File: src/hdl/ucdp_pkg.sv
// Shared types and constants for the USB configuration descriptor parser.
`default_nettype none

package ucdp_pkg;

  // Most results one item can cause: two extra bytes plus the end status
  localparam int MAX_RES = 3;
  localparam int N_W     = 2;
  localparam int Q_DEPTH = 4;
  localparam int QP_W    = 2;

  // Descriptor type codes
  localparam logic [7:0] DT_CONFIG   = 8'd2;
  localparam logic [7:0] DT_IFACE    = 8'd4;
  localparam logic [7:0] DT_ENDPOINT = 8'd5;

  typedef enum logic [1:0] {
    KIND_IFACE    = 2'd0,
    KIND_ENDPOINT = 2'd1,
    KIND_EXTRA    = 2'd2,
    KIND_END      = 2'd3
  } kind_e;

  typedef struct packed {
    logic [7:0] byte_req;
    logic       last;
  } in_item_t;

  typedef struct packed {
    logic [1:0]  kind;
    logic [3:0]  slot;
    logic [7:0]  number;
    logic [7:0]  class_code;
    logic [7:0]  subclass;
    logic [7:0]  protocol;
    logic [15:0] pkt_size;
    logic [7:0]  endpoint_total;
    logic        status;
    logic [4:0]  interface_total;
    logic [7:0]  cfg_val;
    logic        final_res;
  } res_item_t;

  // Results produced by one accepted item, in order, row 0 first
  typedef struct packed {
    logic [N_W-1:0]               n;
    res_item_t [MAX_RES-1:0]      row;
  } push_t;

endpackage

`default_nettype wire

File: src/hdl/ucdp_parser.sv
// Parser state and the per-byte step logic producing up to three results.
`default_nettype none

module ucdp_parser import ucdp_pkg::*; #(
  parameter int MAX_IFACES = 16,
  parameter int MAX_EPS    = 16,
  parameter int MAX_EXTRA  = 256,
  parameter int MAX_TOTAL  = 1024
) (
  input  wire logic     clk_i,
  input  wire logic     rst_ni,
  input  wire logic     take_i,
  input  wire in_item_t in_item_i,
  output push_t         push_o
);

  localparam int OFF_W = $clog2(MAX_TOTAL + 1);
  localparam int IFS_W = $clog2(MAX_IFACES + 1);
  localparam int EPS_W = $clog2(MAX_EPS + 1);
  localparam int XU_W  = $clog2(MAX_EXTRA + 1);
  localparam int IDX_W = (MAX_IFACES > 1) ? $clog2(MAX_IFACES) : 1;

  logic [OFF_W-1:0] off_q, off_d;
  logic [15:0]      tot_q, tot_d;
  logic [7:0]       ifd_q, ifd_d;
  logic [7:0]       cfg_q, cfg_d;
  logic [7:0]       dlen_q, dlen_d;
  logic [7:0]       dkind_q, dkind_d;
  logic [7:0]       pos_q, pos_d;
  logic [47:0]      cap_q, cap_d;
  logic             open_q, open_d;
  logic [IFS_W-1:0] ifs_q, ifs_d;
  logic [7:0]       ifnum_q [MAX_IFACES];
  logic             store_if;
  logic             dup_if;
  logic [7:0]       epx_q, epx_d;
  logic [EPS_W-1:0] eps_q, eps_d;
  logic [XU_W-1:0]  xused_q, xused_d;
  logic             fault_q, fault_d;
  logic             alt_q, alt_d;
  logic             pass_q, pass_d;

  function automatic res_item_t extra_row(logic [3:0] slot, logic [7:0] val);
    res_item_t r;
    r        = '0;
    r.kind   = KIND_EXTRA;
    r.slot   = slot;
    r.number = val;
    return r;
  endfunction

  // interface number already stored in this set; byte 0 of the capture holds it
  always_comb begin
    dup_if = 1'b0;
    for (int i = 0; i < MAX_IFACES; i++) begin
      if (IFS_W'(i) < ifs_q && ifnum_q[i] == cap_q[7:0]) dup_if = 1'b1;
    end
  end

  always_comb begin
    logic [7:0]  b;
    logic        last;
    logic [16:0] off_x;
    logic [16:0] tot_x;
    logic [16:0] start_x;
    logic [47:0] capn;
    logic [3:0]  slot_cur;
    logic [1:0]  nt;
    logic        fault_e;
    res_item_t   r0;
    res_item_t   r1;
    res_item_t   rs;

    off_d    = off_q;
    tot_d    = tot_q;
    ifd_d    = ifd_q;
    cfg_d    = cfg_q;
    dlen_d   = dlen_q;
    dkind_d  = dkind_q;
    pos_d    = pos_q;
    cap_d    = cap_q;
    open_d   = open_q;
    ifs_d    = ifs_q;
    store_if = 1'b0;
    epx_d    = epx_q;
    eps_d    = eps_q;
    xused_d  = xused_q;
    fault_d  = fault_q;
    alt_d    = alt_q;
    pass_d   = pass_q;

    b        = in_item_i.byte_req;
    last     = in_item_i.last;
    off_x    = 17'(off_q);
    tot_x    = {1'b0, tot_q};
    start_x  = off_x - 17'd1;
    slot_cur = 4'(ifs_q - IFS_W'(1));
    nt       = '0;
    fault_e  = 1'b0;
    r0       = '0;
    r1       = '0;
    rs       = '0;

    // fields of the current descriptor, bytes 2..7, with this byte merged in
    capn = cap_q;
    if (pos_q >= 8'd2 && pos_q < 8'd8) begin
      capn[{pos_q[2:0] - 3'd2, 3'b000} +: 8] = b;
    end

    if (take_i) begin
      if (!fault_q) begin
        if (last && (off_x < 17'd8 || off_x + 17'd1 != tot_x)) begin
          fault_d = 1'b1;
        end else if (off_x >= 17'd4 && off_x >= tot_x) begin
          fault_d = 1'b1;
        end else begin
          off_d = OFF_W'(off_x + 17'd1);
          if (pos_q == 8'd0) begin
            dlen_d = b;
            pos_d  = 8'd1;
          end else begin
            if (pos_q == 8'd1) begin
              dkind_d = b;
              pass_d  = 1'b0;
              if (start_x == 17'd0) begin
                if (b != DT_CONFIG || dlen_q < 8'd9) fault_d = 1'b1;
              end else if (dlen_q < 8'd2 || start_x + 17'(dlen_q) > tot_x ||
                           b == DT_CONFIG) begin
                fault_d = 1'b1;
              end else if (b == DT_IFACE) begin
                if (open_q && 8'(eps_q) != epx_q) fault_d = 1'b1;
                open_d = 1'b0;
                alt_d  = 1'b0;
                if (dlen_q < 8'd9) fault_d = 1'b1;
              end else if (b == DT_ENDPOINT) begin
                if (!alt_q && (!open_q || dlen_q < 8'd7)) fault_d = 1'b1;
              end else if (open_q) begin
                if (13'(dlen_q) > 13'(MAX_EXTRA) - 13'(xused_q)) begin
                  fault_d = 1'b1;
                end else begin
                  xused_d = XU_W'(13'(xused_q) + 13'(dlen_q));
                  pass_d  = 1'b1;
                  r0      = extra_row(slot_cur, dlen_q);
                  r1      = extra_row(slot_cur, b);
                  nt      = 2'd2;
                end
              end
            end else begin
              cap_d = capn;
              if (off_x == 17'(pos_q)) begin
                // still inside the header
                if (pos_q == 8'd3) begin
                  tot_d = capn[15:0];
                  if (capn[15:0] < 16'd9 || 17'(capn[15:0]) > 17'(MAX_TOTAL) ||
                      {8'd0, dlen_q} > capn[15:0]) begin
                    fault_d = 1'b1;
                  end
                end else if (pos_q == 8'd4) begin
                  ifd_d = b;
                end else if (pos_q == 8'd5) begin
                  cfg_d = b;
                end
              end else if (dkind_q == DT_IFACE && pos_q == 8'd8) begin
                if (32'(capn[23:16]) > MAX_EPS) begin
                  fault_d = 1'b1;
                end else if (capn[15:8] != 8'd0) begin
                  alt_d = 1'b1;
                end else if (dup_if) begin
                  fault_d = 1'b1;
                end else if (8'(ifs_q) >= ifd_q || 32'(ifs_q) >= MAX_IFACES) begin
                  fault_d = 1'b1;
                end else begin
                  store_if            = 1'b1;
                  ifs_d               = ifs_q + IFS_W'(1);
                  open_d              = 1'b1;
                  epx_d               = capn[23:16];
                  eps_d               = '0;
                  xused_d             = '0;
                  r0.kind             = KIND_IFACE;
                  r0.slot             = 4'(ifs_q);
                  r0.number           = capn[7:0];
                  r0.class_code       = capn[31:24];
                  r0.subclass         = capn[39:32];
                  r0.protocol         = capn[47:40];
                  r0.endpoint_total   = capn[23:16];
                  nt                  = 2'd1;
                end
              end else if (dkind_q == DT_ENDPOINT && pos_q == 8'd6 && !alt_q) begin
                if (8'(eps_q) >= epx_q || 32'(eps_q) >= MAX_EPS) begin
                  fault_d = 1'b1;
                end else if (capn[3:0] == 4'd0 || capn[26:16] == 11'd0 ||
                             capn[9:8] == 2'd0) begin
                  fault_d = 1'b1;
                end else begin
                  eps_d         = eps_q + EPS_W'(1);
                  r0.kind       = KIND_ENDPOINT;
                  r0.slot       = slot_cur;
                  r0.number     = capn[7:0];
                  r0.class_code = capn[15:8];
                  r0.subclass   = capn[39:32];
                  r0.pkt_size   = capn[31:16];
                  nt            = 2'd1;
                end
              end else if (pass_q) begin
                r0 = extra_row(slot_cur, b);
                nt = 2'd1;
              end
            end
            if (fault_d) begin
              nt = '0;
            end else begin
              pos_d = (9'(pos_q) + 9'd1 >= 9'(dlen_q)) ? 8'd0 : pos_q + 8'd1;
            end
          end
        end
      end

      if (last) begin
        fault_e = fault_d;
        if (!fault_d) begin
          if (open_d && 8'(eps_d) != epx_d) fault_e = 1'b1;
          if (8'(ifs_d) != ifd_d) fault_e = 1'b1;
        end
        rs.kind            = KIND_END;
        rs.status          = fault_e;
        rs.interface_total = 5'(ifs_d);
        rs.cfg_val         = cfg_d;
        // back to the reset state for the next set
        off_d   = '0;
        tot_d   = '0;
        ifd_d   = '0;
        cfg_d   = '0;
        dlen_d  = '0;
        dkind_d = '0;
        pos_d   = '0;
        open_d  = 1'b0;
        ifs_d   = '0;
        epx_d   = '0;
        eps_d   = '0;
        xused_d = '0;
        fault_d = 1'b0;
        alt_d   = 1'b0;
        pass_d  = 1'b0;
      end
    end

    if (last) begin
      rs.final_res = 1'b1;
    end else if (nt == 2'd1) begin
      r0.final_res = 1'b1;
    end else if (nt == 2'd2) begin
      r1.final_res = 1'b1;
    end

    push_o = '0;
    case (nt)
      2'd0: begin
        push_o.row[0] = rs;
      end
      2'd1: begin
        push_o.row[0] = r0;
        push_o.row[1] = rs;
      end
      2'd2: begin
        push_o.row[0] = r0;
        push_o.row[1] = r1;
        push_o.row[2] = rs;
      end
      default: begin
        push_o.row[0] = rs;
      end
    endcase
    push_o.n = (take_i && last) ? nt + 2'd1 : nt;
  end

  always_ff @(posedge clk_i or negedge rst_ni) begin
    if (!rst_ni) begin
      off_q   <= '0;
      tot_q   <= '0;
      ifd_q   <= '0;
      cfg_q   <= '0;
      dlen_q  <= '0;
      dkind_q <= '0;
      pos_q   <= '0;
      open_q  <= 1'b0;
      ifs_q   <= '0;
      epx_q   <= '0;
      eps_q   <= '0;
      xused_q <= '0;
      fault_q <= 1'b0;
      alt_q   <= 1'b0;
      pass_q  <= 1'b0;
    end else begin
      off_q   <= off_d;
      tot_q   <= tot_d;
      ifd_q   <= ifd_d;
      cfg_q   <= cfg_d;
      dlen_q  <= dlen_d;
      dkind_q <= dkind_d;
      pos_q   <= pos_d;
      open_q  <= open_d;
      ifs_q   <= ifs_d;
      epx_q   <= epx_d;
      eps_q   <= eps_d;
      xused_q <= xused_d;
      fault_q <= fault_d;
      alt_q   <= alt_d;
      pass_q  <= pass_d;
    end
  end

  // only entries below the stored count are looked at, so no clear per set
  always_ff @(posedge clk_i or negedge rst_ni) begin
    if (!rst_ni) begin
      for (int i = 0; i < MAX_IFACES; i++) ifnum_q[i] <= '0;
    end else if (store_if) begin
      ifnum_q[IDX_W'(ifs_q)] <= cap_q[7:0];
    end
  end

  always_ff @(posedge clk_i) begin
    cap_q <= cap_d;
  end

endmodule

`default_nettype wire

File: src/hdl/ucdp_res_queue.sv
// Result queue: takes up to three results per cycle, hands out one per cycle while out_ready_i is high.
`default_nettype none

module ucdp_res_queue import ucdp_pkg::*; (
  input  wire logic      clk_i,
  input  wire logic      rst_ni,
  input  wire push_t     push_i,
  output logic           ready_o,
  output logic           out_valid_o,
  input  wire logic      out_ready_i,
  output res_item_t      out_item_o
);

  res_item_t       mem_q [Q_DEPTH];
  logic [QP_W-1:0] wr_q, wr_d;
  logic [QP_W-1:0] rd_q, rd_d;
  logic [QP_W:0]   cnt_q, cnt_d;
  logic            pop;

  assign out_valid_o = (cnt_q != '0);
  assign out_item_o  = mem_q[rd_q];
  assign pop         = out_valid_o && out_ready_i;
  // room for the worst case of one item
  assign ready_o     = (cnt_q <= (QP_W + 1)'(Q_DEPTH - MAX_RES));

  always_comb begin
    wr_d  = wr_q + QP_W'(push_i.n);
    rd_d  = rd_q + QP_W'(pop);
    cnt_d = cnt_q + (QP_W + 1)'(push_i.n) - (QP_W + 1)'(pop);
  end

  always_ff @(posedge clk_i) begin
    for (int i = 0; i < MAX_RES; i++) begin
      if (N_W'(i) < push_i.n) begin
        mem_q[wr_q + QP_W'(i)] <= push_i.row[i];
      end
    end
  end

  always_ff @(posedge clk_i or negedge rst_ni) begin
    if (!rst_ni) begin
      wr_q  <= '0;
      rd_q  <= '0;
      cnt_q <= '0;
    end else begin
      wr_q  <= wr_d;
      rd_q  <= rd_d;
      cnt_q <= cnt_d;
    end
  end

endmodule

`default_nettype wire

File: src/hdl/usb_config_descriptor_parser_core.sv
// USB configuration descriptor parser, top level.
// Takes one descriptor byte per clock while in_ready_o is high and turns it
// into interface, endpoint and extra-byte records plus an end status on the
// byte flagged last. Each byte is handled by the combinational step logic
// against the parser registers; its results (none, one, two or three) are
// written into a four-entry result queue in the cycle after. The output side
// drains one result per cycle while out_ready_i is high, and in_ready_o
// drops while more than one result is still queued. With the output never
// stalled, bytes that cause at most one result flow at one per cycle.
`default_nettype none

module usb_config_descriptor_parser_core import ucdp_pkg::*; #(
  parameter int MAX_IFACES = 16,
  parameter int MAX_EPS    = 16,
  parameter int MAX_EXTRA  = 256,
  parameter int MAX_TOTAL  = 1024
) (
  input  wire logic     clk_i,
  input  wire logic     rst_ni,
  input  wire logic     in_valid_i,
  output logic          in_ready_o,
  input  wire in_item_t in_item_i,
  output logic          out_valid_o,
  input  wire logic     out_ready_i,
  output res_item_t     out_item_o
);

  logic  take;
  push_t push;

  assign take = in_valid_i && in_ready_o;

  ucdp_parser #(
    .MAX_IFACES (MAX_IFACES),
    .MAX_EPS    (MAX_EPS),
    .MAX_EXTRA  (MAX_EXTRA),
    .MAX_TOTAL  (MAX_TOTAL)
  ) u_parser (
    .clk_i     (clk_i),
    .rst_ni    (rst_ni),
    .take_i    (take),
    .in_item_i (in_item_i),
    .push_o    (push)
  );

  ucdp_res_queue u_queue (
    .clk_i       (clk_i),
    .rst_ni      (rst_ni),
    .push_i      (push),
    .ready_o     (in_ready_o),
    .out_valid_o (out_valid_o),
    .out_ready_i (out_ready_i),
    .out_item_o  (out_item_o)
  );

endmodule

`default_nettype wire

File: config.mk
export PLATFORM = sky130hd
export DESIGN_NAME = usb_config_descriptor_parser_core
export DESIGN_NICKNAME = d
export VERILOG_FILES = /design/src/hdl/ucdp_pkg.sv /design/src/hdl/ucdp_parser.sv /design/src/hdl/ucdp_res_queue.sv /design/src/hdl/usb_config_descriptor_parser_core.sv
export SDC_FILE = /design/constraint.sdc
export NUM_CORES = 1
export LEC_CHECK = 0
export BUFFER_PORTS_ARGS = -buffer_cell sky130_fd_sc_hd__buf_4
export CAP_MARGIN = 0
export CELL_PAD_IN_SITES_DETAIL_PLACEMENT = 1
export CELL_PAD_IN_SITES_GLOBAL_PLACEMENT = 1
export CORE_MARGIN = 5
export CORE_UTILIZATION = 45
export DETAILED_ROUTE_END_ITERATION = 8
export PLACE_DENSITY = 0.85
export SLEW_MARGIN = 30
export SYNTH_ARGS = -nofsm -noshare
export SYNTH_HDL_FRONTEND = slang
export SYNTH_SLANG_ARGS = --single-unit
File: constraint.sdc
create_clock -name clk_i -period 7.2 [get_ports clk_i]
set_input_delay 1.08 -clock clk_i [delete_from_list [all_inputs] [get_ports clk_i]]
set_output_delay 1.08 -clock clk_i [all_outputs]
set_load 0.1 [all_outputs]
==> results of run 1 <==
==> per-stage QoR <==
stage | instances | setup WS [ps] | hold slack [ps] | setup TNS, ps
floorplan | 3391 | 162 | 421 | 0
global placement | 4315 | 407 | 434 | 0
detailed placement | 4320 | 229 | 440 | 0
CTS | 4443 | 176 | 454 | 0
global route | 4452 | -80.2 | 465 | -732
finish | 4453 | 345 | 452 | 0
==> layout by cell type, fill, tap and decap left out, types with 28 or more instances in the layout <==
cell type	instances
xnor2_1	162
nand4_1	66
edfxtp_1	116
o31ai_1	31
inv_1	104
mux2_2	133
buf_4	188
dfxtp_1	240
ha_1	105
clkbuf_16	69
nor3_1	50
nor2_1	207
dfrtp_1	231
nand3_1	84
mux4_2	77
o21ai_0	126
xor2_1	32
and3_1	28
a21oi_1	267
nand2_1	601
==> cell families after synthesis <==
logic type                 synth area share
AOI/OAI and AO/OA                     0.135
DFF                                   0.440
muxes                                 0.108
and+or+nand+nor                       0.178
adders and majority gates            0.0432
buffers and inverters                0.0427
xor gates and xnor gates             0.0529
==> power breakdown <==
group | switching, W | internal (W) | leakage [nW]
sequential | 0.000395 | 0.00360 | 6.21
clock | 0.00149 | 0.00194 | 1.06
combinational | 0.00315 | 0.00159 | 7.23
total | 0.00503 | 0.00713 | 14.5
==> critical path: cells and delay by family, from the launching register on <==
kind | cells | cell delay [ps]
compound gates | 15 | 3190
simple gates | 9 | 1450
fa+ha+maj | 4 | 1240
buf+inv | 4 | 530
flops | 1 | 360
==> final cells by class <==
class | instances | share of cell area
Timing Repair Buffer | 209 | 0.0486
Clock inverter | 32 | 0.00895
Tap cell | 950 | 0.0326
Inverter | 107 | 0.0110
Clock buffer | 91 | 0.0507
Sequential cell | 589 | 0.387
Antenna cell | 3 | 0.000206
Multi-Input combinational cell | 2472 | 0.461
==> Yosys cell counts, types with 13 or more instances <==
library cell    n
buf_2          50
xnor2_1       162
nor4_1         26
dfxtp_1       240
mux2i_1        24
o31ai_1        32
and3_1         31
edfxtp_1      116
dfrtp_1       233
a21o_1         20
nand2_1       602
o22ai_1        26
nand4_1        66
clkbuf_1      152
o211ai_1       20
nand2b_1       27
mux4_2         77
a22oi_1        24
nor2_1        211
nand3_1        87
inv_1         105
and2_1         19
nor3_1         52
nor2b_1        29
xor2_1         32
mux2_2        133
o21ai_0       128
a211oi_1       13
a31oi_1        19
o21a_1         18
ha_1          106
a21oi_1       269
or3_1          13
==> what timing repair did <==
action,4_1_cts,5_1_grt
gates resized for setup,0,22
hold endpoints to repair,0,0
buffers inserted,0,3
setup endpoints to repair,0,356
==> layer usage <==
layer / vias to the layer above / global-route usage / wire length (µm)
met3: 364 / 0.0508 / 9190
li1: 12200 / - / -
met2: 1341 / 0.477 / 54600
met4: 0 / 0.129 / 5880
met5: - / 0 / 0
met1: 14200 / 0.372 / 45600
==> worst paths after layout <==
check                                     start              endpoint  slack, ps  cells after the start
setup / recovery              u_parser.off_q[0]  u_queue.mem_q[1][69]        340                     32
hold / removal             u_queue.mem_q[1][48]  u_queue.mem_q[1][48]        450                      2
setup reg to reg              u_parser.off_q[0]  u_queue.mem_q[1][69]        340                     32
hold reg to reg            u_queue.mem_q[1][48]  u_queue.mem_q[1][48]        450                      2
max in group asynchronous                rst_ni     u_parser.cfg_q[1]       5480                      2
min in group asynchronous                rst_ni  u_parser.ifnum_q[42]        460                      1
==> flip-flops by register name, summed over array words and instances (netlist names), 2 cells and up <==
name and flops:
u_parser.ifnum_q 128, u_parser.eps_q 5, u_parser.ifs_q 5, u_parser.dkind_q 8
u_queue.cnt_q 3, u_parser.epx_q 8, u_parser.ifd_q 8, u_parser.xused_q 9
u_parser.cap_q 48, u_queue.wr_q 2, u_parser.dlen_q 8, u_parser.cfg_q 8
u_queue.mem_q 308, u_parser.off_q 11, u_parser.tot_q 16, u_queue.rd_q 2
u_parser.pos_q 8
==> out/results.ini, run 1 <==
[power]
p_leak_nw = 14.5
total_power_w = 0.0122
powerDensity_mw_per_mm2 = 333
ir_worst_vdd_uv = 445

[floorplanning]
pin_count = 92
die_h_um = 277
coreArea_mm2 = 0.0711
start_util = 0.451
die_area_mm2 = 0.0768
core.rowCount = 98
die_w_um = 277

[sta]
hold_viol_final = 0
slew_violations = 0
period_share = 0.952
max_slew_margin = 0.261
setup_violations = 0
tightest_slew_ps = 1100
finClkSkew_ps = 29.0
finalCriticalPeriod_ps = 6860
max_freq_ghz = 0.146

[routing]
drt_wl_total_um = 115000
wl_per_cell_um = 25.9
drcViolationCount = 0
viasPerCell = 6.31
vias = 28100
drtIter0Drc = 2559
dr.pass1.iters = 6
ant_nets = 0

[logic_synthesis]
ys_ff_latch = 589
synth_area_leaders = dfrtp_1 18%, dfxtp_1 15%, edfxtp_1 11%
synth_edf_count = 116
postSynthAreaPerCell_um2 = 9.47
ys_seq_area_frac = 0.440
synthArstFlopShare = 0.396
synth.cell_area_mm2 = 0.0321
synth_top_area_cell = dfrtp_1
syn_inst = 3391
synth_top_area_share = 0.182
synth_warnings = 0
synth_flop_cell = dfxtp_1
syn_nets = 3513
yosysUniqueCellTypes = 97

[worst_setup_path]
criticalPathCategory = flop to flop
max_stage_delay_ps = 530
cpMostUsedCell = ha_1
worst-path-max-fanout = 9
crit_required_ps = 7760
worst_path_max_delay_cell = o22ai_1
cp.arrival_ps = 7420
end_kind = flop
cp-start-kind = flop

[clock_network]
cts_max_level = 3
hold_buffers = 0
clkLatencyLatePin_ps = 640
clk_pin_slew_ps = 60
cts_tree = built
cts_made_buffers = 67
clock-root-buffer = clkbuf_16
clock_path_buffers = 3
clock-sinks = 589

[layout]
finalCoreUtilization = 0.513
drive_above_1_share = 0.174
fill_cells = 7952
fin_nets = 3568
multiInputGateArea_mm2 = 0.0168
design_area_mm2 = 0.0365
area_growth_pct = 13.6
ff_latch_area_mm2 = 0.0141

[grt]
grt_overflow_total = 0
grt_pass1_wl_um = 176000
grt_pass1_vias = 29400
grt_antenna_before_repair = 3
grt_usage = 0.288
grt_max_degree = 136

[placement]
place.gp.congestion = 0.944
place_area_mm2 = 0.0341
dp_hpwl_um = 77000
io_buffers = 91

[run_status]
run_status = finished, final reports clean

[job]
drv_cap = 0

[hold_path]
hold_path_class = flop to flop

No activity file was read; power rests on OpenSTA's default activity.
==> inputs of run 2 (changes only) <==
Settings changed: CELL_PAD_IN_SITES_DETAIL_PLACEMENT 1 to not set, CELL_PAD_IN_SITES_GLOBAL_PLACEMENT 1 to not set, PLACE_DENSITY 0.85 to 0.71.
==> run 2 against run 1 <==
Against the previous run: cell count is 0.61% lower; highest routed layer is now met5; worst setup slack gained 99 ps; critical path depth fell by 7; non-clock buffer count fell by 14; critical path type unchanged; fmax up 1.5%; design area decreased by 0.91%; die area unchanged; combinational power shrank 4%.
==> out/results.ini, run 2 (synthesis results as in run 1) <==
[worst_setup_path]
reg2reg_slack_ps = 440  ; +100 ps
cp-start-kind = flop
crit_buf_inv = 2  ; -2
worst_path_max_delay_cell = dfrtp_1
max_stage_delay_ps = 580  ; +50 ps
worst_path_dominant_cell_family = simple AND/OR/NAND/NOR gates
rr_startpoint = u_parser.off_q[2]
r2r_end = u_queue.mem_q[0][24]
end_kind = flop
cp.arrival_ps = 7320  ; -100 ps
cpMostUsedCell = a21oi_1
crit_required_ps = 7760  ; about the same
criticalPathCategory = flop to flop
rr_worst_depth = 25  ; -22%
worst-path-max-fanout = 18  ; +9

[layout]
largest_register = u_queue.mem_q
fin_nets = 3547  ; -0.59%
finalCoreUtilization = 0.508  ; -0.00466
fill_cells = 6477  ; -19%
fin_cells = 4426  ; -0.61%
mostFrequentLayoutCells = 602 x nand2_1, 269 x a21oi_1, 240 x dfxtp_1
drive_above_1_share = 0.165  ; -0.00882
top_regs = u_queue.mem_q (308), u_parser.ifnum_q (128), u_parser.cap_q (48)
area_growth_pct = 12.5
final_common_cell = nand2_1
largest_reg_flops = 308  ; unchanged

[placement]
dp.cells = 4312  ; -0.19%
place.gp.congestion = 1.01  ; +7.3%
dp_hpwl_um = 67700  ; -12%
io_buffers = 91  ; unchanged

[grt]
grt_usage = 0.250  ; -0.0376
grt_overflow_total = 0  ; unchanged
grt_max_degree = 122  ; -10%
grt_pass1_wl_um = 155000  ; -12%
grt_antenna_before_repair = 2  ; -1
grt_pass1_vias = 26100  ; -11%

[floorplanning]
die_w_um = 277  ; unchanged
coreArea_mm2 = 0.0711  ; unchanged
start_util = 0.451  ; unchanged
core.rowCount = 98  ; unchanged
die_h_um = 277  ; unchanged
die_area_mm2 = 0.0768  ; unchanged
pin_count = 92  ; unchanged

[clock_network]
clock_path_buffers = 3  ; unchanged
clock-root-buffer = clkbuf_16
clock-sinks = 589  ; unchanged
hold_buffers = 0  ; unchanged
cts_tree = built
cts_made_buffers = 60  ; -10%
cts_setup_buffers = 0  ; unchanged
cts_max_level = 2  ; -1
clk_pin_slew_ps = 70  ; about the same
clkLatencyLatePin_ps = 650  ; about the same

[sta]
setup_violations = 0  ; unchanged
finClkSkew_ps = 31.5  ; +2.58 ps
max_freq_ghz = 0.148  ; +1.5%
tns_ps = 0  ; unchanged
tightest_slew_ps = 1010  ; -87.6 ps
finalCriticalPeriod_ps = 6760  ; -98.6 ps
slew_violations = 0  ; unchanged
hold_viol_final = 0  ; unchanged
rsz0062_at_grt = no
max_slew_margin = 0.327  ; +0.0662
period_share = 0.938  ; -0.0137
holdWs_ps = 446  ; -6.13 ps

[routing]
drt_wl_total_um = 99600  ; -14%
viasPerCell = 6.01  ; -4.7%
dr.pass1.iters = 6  ; unchanged
vias = 26600  ; -5.3%
drcViolationCount = 0  ; unchanged
wl_per_cell_um = 22.5  ; -13%
ant_nets = 0  ; unchanged
drtIter0Drc = 2854  ; +12%

[power]
p_leak_nw = 14.4  ; -1.0%
powerDensity_mw_per_mm2 = 326  ; -2.2%
ir_worst_vdd_uv = 310  ; -30%

[hold_path]
hp-start = u_queue.mem_q[1][50]
hold_depth = 2  ; unchanged
hold_path_class = flop to flop
hold_end = u_queue.mem_q[1][50]

[job]
drv_cap = 0  ; unchanged

[run_status]
run_status = finished, final reports clean

[run 2: what timing repair did]
action | in CTS | in global routing
hold endpoints to repair | 0 | 0
endpoints found under the setup margin | 0 | 21
resized for setup | 0 | 1
[run 2: stage by stage]
| stage | cell area (µm²) | worst slack (ps) | total power (W) |
|---|---|---|---|
| 6_report | 36100 | 443 | 0.0118 |
| 4_1_cts | 36100 | 437 | 0.0117 |
| 3_5_place_dp | 34000 | 467 | 0.00848 |
| 3_3_place_gp | 34000 | 565 | 0.00846 |
| 2_1_floorplan | 32100 | 162 | 0.00707 |
| 5_1_grt | 36100 | 25.7 | 0.0123 |
[run 2: layer usage]
| metal | GRT usage | vias to the layer above | share of wire |
|---|---|---|---|
| li1 | - | 12100 | - |
| met1 | 0.351 | 13000 | 0.42 |
| met2 | 0.394 | 1205 | 0.45 |
| met3 | 0.0401 | 248 | 0.082 |
| met4 | 0.0940 | 2 | 0.042 |
| met5 | 0 | - | 0.00012 |
[run 2: report_power, final]
group          total, W  switching (W)  internal (W)
logic           0.00456        0.00300       0.00156
clock network   0.00325        0.00137       0.00188
registers       0.00397       0.000369       0.00360
[run 2: worst max-delay path by stage]
stage                            startpoint              endpoint  slack, ps  cells after the start
after global routing      u_parser.off_q[2]  u_queue.mem_q[0][33]         30                     25
final                     u_parser.off_q[2]  u_queue.mem_q[0][24]        440                     25
after global placement    u_parser.off_q[0]  u_queue.mem_q[3][63]        560                     32
after floorplan           u_parser.off_q[0]   u_queue.mem_q[2][0]        160                     31
after detailed placement  u_parser.off_q[2]  u_queue.mem_q[3][63]        470                     27
after CTS                 u_parser.off_q[1]  u_queue.mem_q[3][63]        440                     32
[run 2: worst register-to-register path, cell delays in order, from the launching register on]
cell	delay, ps
dfrtp_1	580
or3_1	500
nor3_2	300
xor2_1	260
ha_1	290
a21oi_1	230
o21ai_0	110
a21oi_1	350
a21oi_1	100
xor2_1	180
ha_1	310
and2_0	160
a221o_1	320
a31oi_1	180
o21a_1	140
o22ai_1	170
nor2_1	200
nand3_1	130
ha_1	360
nor2_1	90
o211ai_1	290
buf_4	260
and3_2	560
buf_4	370
nand2_1	110
a21oi_1	120
[run 2: area by class of cell]
class                      instances  area [µm²]  area share
antenna                            1        2.50   0.0000692
clock buffer                      85        1740      0.0481
clock inverter                    27         335     0.00928
inverter                         107         402      0.0111
multi-input combinational       2472       16700       0.462
sequential                       589       14100       0.391
tap                              950        1190      0.0329
timing repair buffer             195        1640      0.0453
